### config.mk
export PLATFORM = sky130hd
export DESIGN_NAME = rounded_rect_aa_fill_core
export DESIGN_NICKNAME = d
export VERILOG_FILES = /design/src/design/rraf_pkg.sv /design/src/design/rounded_rect_aa_fill_core.sv /design/src/design/rraf_config.sv /design/src/design/rraf_coverage.sv /design/src/design/rraf_blend.sv
export SDC_FILE = /design/constraint.sdc
export NUM_CORES = 2
export LEC_CHECK = 0
export ABC_AREA = 1
export CAP_MARGIN = 40
export CORE_ASPECT_RATIO = 0.75
export CORE_MARGIN = 2
export CORE_UTILIZATION = 67
export DETAILED_ROUTE_END_ITERATION = 8
export DONT_BUFFER_PORTS = 1
export GPL_TIMING_DRIVEN = 1
export HOLD_SLACK_MARGIN = 0.15
export PLACE_DENSITY = 0.83
export SETUP_SLACK_MARGIN = 0.05
export SKIP_CTS_REPAIR_TIMING = 1
export SYNTH_ARGS = -nofsm -noshare
export SYNTH_HDL_FRONTEND = slang
export SYNTH_SLANG_ARGS = --single-unit
### constraint.sdc
create_clock -name clk -period 13.2 [get_ports clk]
set_clock_uncertainty 0.05 [all_clocks]
set_input_delay 2.64 -clock clk [delete_from_list [all_inputs] [get_ports clk]]
set_output_delay 2.64 -clock clk [all_outputs]
set_load 0.01 [all_outputs]
### src/design/rraf_pkg.sv
// ----------------------------------------------------------------------------
// rraf_pkg
// Shared types, constants and helper functions of the rounded rectangle
// antialiased fill core.
// ----------------------------------------------------------------------------
package rraf_pkg;

    localparam int COORD_W    = 13;
    localparam int DIM_W      = 13;
    localparam int LOCAL_W    = 12;
    localparam int PIX_W      = 32;
    localparam int SCR_W      = 14;
    localparam int COV_W      = 3;
    localparam int RAD2_W     = 13;
    localparam int DIM2_W     = 14;
    localparam int SQ_W       = 26;
    localparam int CFG_IDX_W  = 3;
    localparam int CFG_DATA_W = 32;
    localparam int CH_W       = 8;
    localparam int NUM_CH     = 3;

    localparam int MAX_SCREEN_DIM_DEFAULT = 4096;

    localparam logic [COV_W-1:0] COV_FULL     = 3'd4;
    localparam logic [CH_W-1:0]  ALPHA_OPAQUE = 8'hFF;

    typedef enum logic [CFG_IDX_W-1:0] {
        CFG_RECT_LEFT,
        CFG_RECT_TOP,
        CFG_RECT_WIDTH,
        CFG_RECT_HEIGHT,
        CFG_CORNER_RADIUS,
        CFG_FILL_COLOR,
        CFG_SCREEN_WIDTH,
        CFG_SCREEN_HEIGHT
    } cfg_index_t;

    typedef struct packed {
        logic signed [COORD_W-1:0] left;
        logic signed [COORD_W-1:0] top;
        logic [DIM2_W-1:0]         w2;
        logic [DIM2_W-1:0]         h2;
        logic [RAD2_W-1:0]         r2;
        logic [SQ_W-1:0]           r2sq;
        logic [PIX_W-1:0]          color;
        logic [SCR_W-1:0]          sw_lim;
        logic [SCR_W-1:0]          sh_lim;
    } cfg_t;

    typedef struct packed {
        logic                    valid;
        logic                    on;
        logic signed [SCR_W-1:0] sx;
        logic signed [SCR_W-1:0] sy;
        logic [COV_W-1:0]        cov;
        logic [PIX_W-1:0]        dst;
    } cov_stage_t;

    function automatic logic [CH_W-1:0] alpha_of_cov(logic [COV_W-1:0] cov);
        logic [CH_W-1:0] a;
        case (cov)
            3'd1:    a = 8'd63;
            3'd2:    a = 8'd127;
            3'd3:    a = 8'd191;
            default: a = 8'd0;
        endcase
        return a;
    endfunction

    // Exact floor(x / 255) for any x up to 255 * 255, the largest blend sum.
    function automatic logic [CH_W-1:0] div255(logic [15:0] x);
        logic [16:0] t;
        t = {1'b0, x} + {9'd0, x[15:8]} + 17'd1;
        return t[15:8];
    endfunction

endpackage

### src/design/rounded_rect_aa_fill_core.sv
// ----------------------------------------------------------------------------
// rounded_rect_aa_fill_core
// Antialiased rounded rectangle fill with alpha blend, one pixel per clock.
// ----------------------------------------------------------------------------
// The core takes one pixel transaction in every clock cycle and never stalls:
// busy stays low. Each transaction gives exactly one result, shown on the
// result ports for one cycle with done high, after it passes through three
// register stages: the input register, the coverage stage with its four
// corner-distance squarers, and the blend stage with its result register.
// The receiver cannot hold results off, so it must take each one in the
// cycle it appears.
// Configuration writes take effect for transactions started after the
// cycle of the write.
module rounded_rect_aa_fill_core
    import rraf_pkg::*;
#(
    parameter int MAX_SCREEN_DIM = MAX_SCREEN_DIM_DEFAULT
)
(
    input  logic                    clk,
    input  logic                    rst_n,
    input  logic                    start,
    output logic                    busy,
    input  logic [LOCAL_W-1:0]      local_col,
    input  logic [LOCAL_W-1:0]      local_row,
    input  logic [PIX_W-1:0]        dst_pixel,
    input  logic                    cfg_we,
    input  logic [CFG_IDX_W-1:0]    cfg_index,
    input  logic [CFG_DATA_W-1:0]   cfg_data,
    output logic                    done,
    output logic                    write_enable,
    output logic signed [SCR_W-1:0] screen_x,
    output logic signed [SCR_W-1:0] screen_y,
    output logic [PIX_W-1:0]        new_pixel,
    output logic [COV_W-1:0]        coverage
);

    cfg_t       cfg;
    cov_stage_t stage;

    logic               in_valid_reg;
    logic [LOCAL_W-1:0] col_reg;
    logic [LOCAL_W-1:0] row_reg;
    logic [PIX_W-1:0]   dst_reg;

    assign busy = 1'b0;

    always_ff @(posedge clk or negedge rst_n)
    begin
        if (!rst_n)
        begin
            in_valid_reg <= 1'b0;
        end
        else
        begin
            in_valid_reg <= start && !busy;
        end
    end

    always_ff @(posedge clk)
    begin
        col_reg <= local_col;
        row_reg <= local_row;
        dst_reg <= dst_pixel;
    end

    rraf_config #(
        .MAX_SCREEN_DIM (MAX_SCREEN_DIM)
    ) u_config (
        .clk       (clk),
        .rst_n     (rst_n),
        .cfg_we    (cfg_we),
        .cfg_index (cfg_index),
        .cfg_data  (cfg_data),
        .cfg       (cfg)
    );

    rraf_coverage u_coverage (
        .clk      (clk),
        .rst_n    (rst_n),
        .cfg      (cfg),
        .in_valid (in_valid_reg),
        .col      (col_reg),
        .row      (row_reg),
        .dst      (dst_reg),
        .stage    (stage)
    );

    rraf_blend u_blend (
        .clk          (clk),
        .rst_n        (rst_n),
        .stage        (stage),
        .color        (cfg.color),
        .done         (done),
        .write_enable (write_enable),
        .screen_x     (screen_x),
        .screen_y     (screen_y),
        .new_pixel    (new_pixel),
        .coverage     (coverage)
    );

    a_result_follows: assert property (@(posedge clk) disable iff (!rst_n)
        start |-> ##3 done)
        else $error("A transaction did not produce a result three cycles later.");

    a_no_spurious_result: assert property (@(posedge clk) disable iff (!rst_n)
        done |-> $past(start, 3))
        else $error("A result appeared without a matching transaction.");

    a_write_needs_coverage: assert property (@(posedge clk) disable iff (!rst_n)
        write_enable |-> (done && (coverage != '0)))
        else $error("A write was issued without coverage or outside a result.");

    a_idle_pixel_zero: assert property (@(posedge clk) disable iff (!rst_n)
        (done && !write_enable) |-> (new_pixel == '0))
        else $error("A result without a write carries a nonzero pixel.");

endmodule

### src/design/rraf_config.sv
// ----------------------------------------------------------------------------
// rraf_config
// Configuration registers and the values derived from them: the clamped
// corner radius in half-pixel units, its square and the clipped screen size.
// ----------------------------------------------------------------------------
module rraf_config
    import rraf_pkg::*;
#(
    parameter int MAX_SCREEN_DIM = MAX_SCREEN_DIM_DEFAULT
)
(
    input  logic                  clk,
    input  logic                  rst_n,
    input  logic                  cfg_we,
    input  logic [CFG_IDX_W-1:0]  cfg_index,
    input  logic [CFG_DATA_W-1:0] cfg_data,
    output cfg_t                  cfg
);

    localparam logic [SCR_W-1:0] MaxDim = SCR_W'(MAX_SCREEN_DIM);

    logic signed [COORD_W-1:0] left_reg;
    logic signed [COORD_W-1:0] top_reg;
    logic [DIM_W-1:0]          width_reg;
    logic [DIM_W-1:0]          height_reg;
    logic [DIM_W-1:0]          radius_reg;
    logic [PIX_W-1:0]          color_reg;
    logic [DIM_W-1:0]          sw_reg;
    logic [DIM_W-1:0]          sh_reg;

    logic [RAD2_W-1:0] r2_reg;
    logic [RAD2_W-1:0] r2_next;
    logic [SQ_W-1:0]   r2sq_reg;
    logic [SQ_W-1:0]   r2sq_next;
    logic [SCR_W-1:0]  sw_lim_reg;
    logic [SCR_W-1:0]  sw_lim_next;
    logic [SCR_W-1:0]  sh_lim_reg;
    logic [SCR_W-1:0]  sh_lim_next;

    logic [DIM_W-1:0] rad_w;
    logic [DIM_W-1:0] rad_h;

    always_comb
    begin
        rad_w = radius_reg;
        if ({radius_reg, 1'b0} > {1'b0, width_reg})
        begin
            rad_w = width_reg >> 1;
        end
        rad_h = rad_w;
        if ({rad_w, 1'b0} > {1'b0, height_reg})
        begin
            rad_h = height_reg >> 1;
        end
        r2_next     = {rad_h[RAD2_W-2:0], 1'b0};
        r2sq_next   = {{(SQ_W-RAD2_W){1'b0}}, r2_next} * {{(SQ_W-RAD2_W){1'b0}}, r2_next};
        sw_lim_next = ({1'b0, sw_reg} > MaxDim) ? MaxDim : {1'b0, sw_reg};
        sh_lim_next = ({1'b0, sh_reg} > MaxDim) ? MaxDim : {1'b0, sh_reg};
    end

    always_ff @(posedge clk or negedge rst_n)
    begin
        if (!rst_n)
        begin
            left_reg   <= '0;
            top_reg    <= '0;
            width_reg  <= '0;
            height_reg <= '0;
            radius_reg <= '0;
            color_reg  <= '0;
            sw_reg     <= '0;
            sh_reg     <= '0;
            r2_reg     <= '0;
            r2sq_reg   <= '0;
            sw_lim_reg <= '0;
            sh_lim_reg <= '0;
        end
        else
        begin
            r2_reg     <= r2_next;
            r2sq_reg   <= r2sq_next;
            sw_lim_reg <= sw_lim_next;
            sh_lim_reg <= sh_lim_next;
            if (cfg_we)
            begin
                case (cfg_index_t'(cfg_index))
                    CFG_RECT_LEFT:     left_reg   <= cfg_data[COORD_W-1:0];
                    CFG_RECT_TOP:      top_reg    <= cfg_data[COORD_W-1:0];
                    CFG_RECT_WIDTH:    width_reg  <= cfg_data[DIM_W-1:0];
                    CFG_RECT_HEIGHT:   height_reg <= cfg_data[DIM_W-1:0];
                    CFG_CORNER_RADIUS: radius_reg <= cfg_data[DIM_W-1:0];
                    CFG_FILL_COLOR:    color_reg  <= cfg_data[PIX_W-1:0];
                    CFG_SCREEN_WIDTH:  sw_reg     <= cfg_data[DIM_W-1:0];
                    CFG_SCREEN_HEIGHT: sh_reg     <= cfg_data[DIM_W-1:0];
                    default:           left_reg   <= left_reg;
                endcase
            end
        end
    end

    always_comb
    begin
        cfg.left   = left_reg;
        cfg.top    = top_reg;
        cfg.w2     = {width_reg, 1'b0};
        cfg.h2     = {height_reg, 1'b0};
        cfg.r2     = r2_reg;
        cfg.r2sq   = r2sq_reg;
        cfg.color  = color_reg;
        cfg.sw_lim = sw_lim_reg;
        cfg.sh_lim = sh_lim_reg;
    end

endmodule

### src/design/rraf_coverage.sv
// ----------------------------------------------------------------------------
// rraf_coverage
// Counts the covered half-pixel samples of one pixel, forms its screen
// position and the on-screen test, and registers the result.
// ----------------------------------------------------------------------------
module rraf_coverage
    import rraf_pkg::*;
(
    input  logic               clk,
    input  logic               rst_n,
    input  cfg_t               cfg,
    input  logic               in_valid,
    input  logic [LOCAL_W-1:0] col,
    input  logic [LOCAL_W-1:0] row,
    input  logic [PIX_W-1:0]   dst,
    output cov_stage_t         stage
);

    logic [RAD2_W-1:0] fx [2];
    logic [RAD2_W-1:0] fy [2];
    logic              x_in [2];
    logic              y_in [2];
    logic              x_mid [2];
    logic              y_mid [2];
    logic [RAD2_W-1:0] dx [2];
    logic [RAD2_W-1:0] dy [2];
    logic [SQ_W-1:0]   dx_sq [2];
    logic [SQ_W-1:0]   dy_sq [2];
    logic [DIM2_W-1:0] x_hi;
    logic [DIM2_W-1:0] y_hi;
    logic [DIM2_W-1:0] x_diff [2];
    logic [DIM2_W-1:0] y_diff [2];
    logic [SQ_W:0]     dist_sq [4];
    logic [3:0]        hit;
    logic [COV_W-1:0]  cov;
    logic signed [SCR_W-1:0] sx;
    logic signed [SCR_W-1:0] sy;
    logic              on;

    cov_stage_t stage_reg;
    cov_stage_t stage_next;

    always_comb
    begin
        x_hi = cfg.w2 - {1'b0, cfg.r2};
        y_hi = cfg.h2 - {1'b0, cfg.r2};
        for (int i = 0; i < 2; i++)
        begin
            fx[i]     = {col, 1'(i)};
            fy[i]     = {row, 1'(i)};
            x_in[i]   = {1'b0, fx[i]} < cfg.w2;
            y_in[i]   = {1'b0, fy[i]} < cfg.h2;
            x_mid[i]  = (fx[i] >= cfg.r2) && ({1'b0, fx[i]} < x_hi);
            y_mid[i]  = (fy[i] >= cfg.r2) && ({1'b0, fy[i]} < y_hi);
            x_diff[i] = {1'b0, fx[i]} - x_hi;
            y_diff[i] = {1'b0, fy[i]} - y_hi;
            dx[i]     = (fx[i] < cfg.r2) ? (cfg.r2 - fx[i]) : x_diff[i][RAD2_W-1:0];
            dy[i]     = (fy[i] < cfg.r2) ? (cfg.r2 - fy[i]) : y_diff[i][RAD2_W-1:0];
            dx_sq[i]  = {{(SQ_W-RAD2_W){1'b0}}, dx[i]} * {{(SQ_W-RAD2_W){1'b0}}, dx[i]};
            dy_sq[i]  = {{(SQ_W-RAD2_W){1'b0}}, dy[i]} * {{(SQ_W-RAD2_W){1'b0}}, dy[i]};
        end
        cov = '0;
        for (int s = 0; s < 4; s++)
        begin
            dist_sq[s] = {1'b0, dx_sq[s % 2]} + {1'b0, dy_sq[s / 2]};
            hit[s] = x_in[s % 2] && y_in[s / 2] &&
                     (x_mid[s % 2] || y_mid[s / 2] || (dist_sq[s] <= {1'b0, cfg.r2sq}));
            cov = cov + {{(COV_W-1){1'b0}}, hit[s]};
        end

        sx = {cfg.left[COORD_W-1], cfg.left} + $signed({2'b00, col});
        sy = {cfg.top[COORD_W-1], cfg.top} + $signed({2'b00, row});
        on = (cov != '0) && !sx[SCR_W-1] && !sy[SCR_W-1] &&
             (sx[SCR_W-1:0] < cfg.sw_lim) && (sy[SCR_W-1:0] < cfg.sh_lim);

        stage_next.valid = in_valid;
        stage_next.on    = on;
        stage_next.sx    = sx;
        stage_next.sy    = sy;
        stage_next.cov   = cov;
        stage_next.dst   = dst;
    end

    always_ff @(posedge clk or negedge rst_n)
    begin
        if (!rst_n)
        begin
            stage_reg <= '0;
        end
        else
        begin
            stage_reg <= stage_next;
        end
    end

    assign stage = stage_reg;

endmodule

### src/design/rraf_blend.sv
// ----------------------------------------------------------------------------
// rraf_blend
// Blends the fill color over the stored pixel by coverage and holds the
// result registers of the core.
// ----------------------------------------------------------------------------
module rraf_blend
    import rraf_pkg::*;
(
    input  logic                    clk,
    input  logic                    rst_n,
    input  cov_stage_t              stage,
    input  logic [PIX_W-1:0]        color,
    output logic                    done,
    output logic                    write_enable,
    output logic signed [SCR_W-1:0] screen_x,
    output logic signed [SCR_W-1:0] screen_y,
    output logic [PIX_W-1:0]        new_pixel,
    output logic [COV_W-1:0]        coverage
);

    logic                    done_reg;
    logic                    write_enable_reg;
    logic                    write_enable_next;
    logic signed [SCR_W-1:0] screen_x_reg;
    logic signed [SCR_W-1:0] screen_y_reg;
    logic [PIX_W-1:0]        new_pixel_reg;
    logic [PIX_W-1:0]        new_pixel_next;
    logic [COV_W-1:0]        coverage_reg;

    logic [CH_W-1:0]  alpha;
    logic [CH_W-1:0]  inv_alpha;
    logic [CH_W-1:0]  c_ch [NUM_CH];
    logic [CH_W-1:0]  d_ch [NUM_CH];
    logic [15:0]      mix [NUM_CH];
    logic [CH_W-1:0]  out_ch [NUM_CH];
    logic [PIX_W-1:0] blended;

    always_comb
    begin
        alpha     = alpha_of_cov(stage.cov);
        inv_alpha = ALPHA_OPAQUE - alpha;
        for (int ch = 0; ch < NUM_CH; ch++)
        begin
            c_ch[ch]   = color[ch*CH_W +: CH_W];
            d_ch[ch]   = stage.dst[ch*CH_W +: CH_W];
            mix[ch]    = ({8'd0, c_ch[ch]} * {8'd0, alpha}) +
                         ({8'd0, d_ch[ch]} * {8'd0, inv_alpha});
            out_ch[ch] = div255(mix[ch]);
        end
        blended = {ALPHA_OPAQUE, out_ch[2], out_ch[1], out_ch[0]};

        write_enable_next = stage.valid && stage.on;
        if (!stage.on)
        begin
            new_pixel_next = '0;
        end
        else if (stage.cov == COV_FULL)
        begin
            new_pixel_next = color;
        end
        else
        begin
            new_pixel_next = blended;
        end
    end

    always_ff @(posedge clk or negedge rst_n)
    begin
        if (!rst_n)
        begin
            done_reg         <= 1'b0;
            write_enable_reg <= 1'b0;
        end
        else
        begin
            done_reg         <= stage.valid;
            write_enable_reg <= write_enable_next;
        end
    end

    always_ff @(posedge clk)
    begin
        screen_x_reg  <= stage.sx;
        screen_y_reg  <= stage.sy;
        new_pixel_reg <= new_pixel_next;
        coverage_reg  <= stage.cov;
    end

    assign done         = done_reg;
    assign write_enable = write_enable_reg;
    assign screen_x     = screen_x_reg;
    assign screen_y     = screen_y_reg;
    assign new_pixel    = new_pixel_reg;
    assign coverage     = coverage_reg;

endmodule
==> metrics <==
CTS max path bufs=3; post-detailed-route count of antenna-violating nets=0; RR Startpoint=u_config.r2_reg[1]; initial antenna violation count=6; Total Neg Setup Slack=0 ns; Buf/Inv on CP=17; cell family with most CP delay=adder cells; Tot GR Track Use=between 30% and 40%; Syn Area/Cell=about 8.3 um2; Post-synth EDFFs=0; last element of the critical path=u_coverage.stage[63]; fmax=79.6 MHz; Crit Path Max Fanout=12; hold_sp=dst_reg[22]; register bit total from synthesis=roughly 350; CTS Root Cell=clkbuf_16; Synth Flop Type=dfrtp_1; Tightest Hold Check Type=flip-flop to flip-flop; R2R setup slack=0.64 ns; fin crit share=95.1%; crit-path most repeated cell=inv_1; final setup vio count=0; Clk pin slew, worst setup/hold paths=0.07 ns; grt total ovfl=0; Skew-Pair Late Insertion Delay=0.64 ns; CP Capture Type=flip-flop; CTS tree=done; height of the die=roughly 260 um; RR Endpoint=u_coverage.stage[63]; Die W=342 um; worst path arrival time=13.01 ns; full die area=87900 um2; startpoint types=flip-flop; Synth Instances=6939; cts bufs inserted=29; Critical Path RT=around 14 ns; Mapped Area=57300 um2; Final Hold Fails=0; # IOs=161; Pre-Repair DR Iteration Count=6; nets@finish=8726; port bufs=0; largest net degree at the start of global routing=around 240; max incr delay on CP=~0.51 ns; Post-DP HPWL=about 130000 um; minimum hold slack=0.280 ns; max reg flops=57; RSZ-0062 raised after global routing=false; Final min period=between 10 and 15 ns; first-pass GRT wire length=roughly 250000 um; critical path type=flip-flop to flip-flop; critical path's slowest cell=fa_1; mean routed wirelength per cell=18.4 um; routed vias/inst=5.63; starting density of the core=roughly two thirds; Clock Sink Count=between 300 and 400; RD Place Congestion=0.996; Max Cap Viol=0; core area=84400 um2; Post-synth ARST share=between 60 and 70%; status=finished clean; wirelength, routed=151000 um; Final Max Tran Viols=0; Worst Max-Slew Pin Slew=0.873 ns; CTS H-tree lvls=1; register area share after synthesis=14.5%; vias in the first global route=47100; Reg2Reg Depth=just over 70; Worst path depth=72; Core Rows=92; Yosys cell types=67; Max-Slew Margin vs Limit=about two fifths; Remaining DRCs=0; Vias=46045; Area growth syn-to-layout=5.70%; Ys Warns=0; layout cells sized above 1=5.85%; DRT iter0 DRCs=approximately 4000; CP startpoint=u_config.r2_reg[1]
==> placed cells by master (no fill, tap or decap), drive strengths merged, types with 31 or more instances in the layout <==
cell type     n
a21oi       423
buf         144
clkbuf       31
dfrtp       243
dfxtp       111
fa          738
ha          869
inv        1701
nand2       982
nand3       169
nand4        60
nor2        571
nor3         52
o21ai       350
o21bai       32
xnor2       109
xor2        233
==> metrics by stage <==
| stage | worst slack (ns) | instances | utilization [%] | instance area (um2) |
|---|---|---|---|---|
| after floorplan | 2.35 | 6944 | - | 57300 |
| after global placement | 0.628 | 8115 | 70.3 | 59300 |
| after detailed placement | 0.400 | 8120 | 70.3 | 59300 |
| after CTS | 0.325 | 8174 | 71.5 | 60400 |
| after global routing | 0.00680 | 8178 | 71.8 | 60600 |
| final | 0.641 | 8183 | 71.8 | 60600 |
==> logic make-up (layout without fill, tap and decap cells) <==
family | Yosys count | in the layout | synth area share, %
compound gates | 945 | 945 | 9.48
xor+xnor | 342 | 342 | 5.31
fa+ha+maj | 1607 | 1607 | 44.8
buf+inv | 1794 | 1897 | 12.0
flops | 354 | 354 | 14.5
mux | 9 | 9 | 0.177
other cells | 2 | 15 | 0.0131
simple gates | 1886 | 1886 | 13.8
==> layer usage <==
layer	GRT usage [%]	wire, um	share of wire (%)
met4	9.41	4260	2.8
met3	9.62	17500	12
met2	52.3	63800	42
met5	1.64	255	0.17
met1	50.7	64800	43
==> cell usage after synthesis, drive strengths merged, types with 2 or more instances <==
library cell	n	area, um2
inv	1695	6380
nand2	982	3750
ha	869	10900
fa	738	14800
nor2	571	2260
a21oi	423	2160
o21ai	350	1960
dfrtp	243	6080
xor2	233	2080
nand3	169	861
dfxtp	111	2220
xnor2	109	962
nand4	60	382
nor3	52	287
clkbuf	48	180
buf	47	312
o21bai	32	248
a21o	28	210
a31oi	27	169
or2	25	161
o211ai	17	128
o21a	16	120
nor4	14	87.6
a211oi	11	82.6
o31ai	11	82.6
mux2	9	101
o221ai	7	61.3
a21boi	6	45.1
clkinv	4	15.0
nand3b	4	30.0
o2111ai	4	35.0
and2	3	18.8
nor3b	3	22.5
o221a	3	33.8
a2111oi	2	17.5
a31o	2	17.5
conb	2	7.51
nand2b	2	12.5
o311a	2	20.0
==> cell type report <==
| cell class | count | area, um2 |
|---|---|---|
| inverters | 1699 | 6390 |
| clock buffers | 31 | 754 |
| multi-input cells | 4796 | 42300 |
| well taps | 1128 | 1410 |
| repair buffers | 144 | 1110 |
| flip-flops and latches | 354 | 8300 |
| clock inverters | 23 | 250 |
| diodes | 8 | 20.0 |
| fillers | 6415 | 23800 |
==> how the worst min path moves through the flow <==
stage,to,slack (ns),cells after the start
detailed placement,u_coverage.stage[22],0.27,0
floorplan,u_coverage.stage[0],0.27,0
finish,u_coverage.stage[22],0.28,0
CTS,u_coverage.stage[22],0.28,0
global placement,u_coverage.stage[14],0.27,0
global route,u_coverage.stage[22],0.28,0
Power is not shown: default switching activity piles up to over one toggle a cycle in this logic, so the estimate is an artifact.
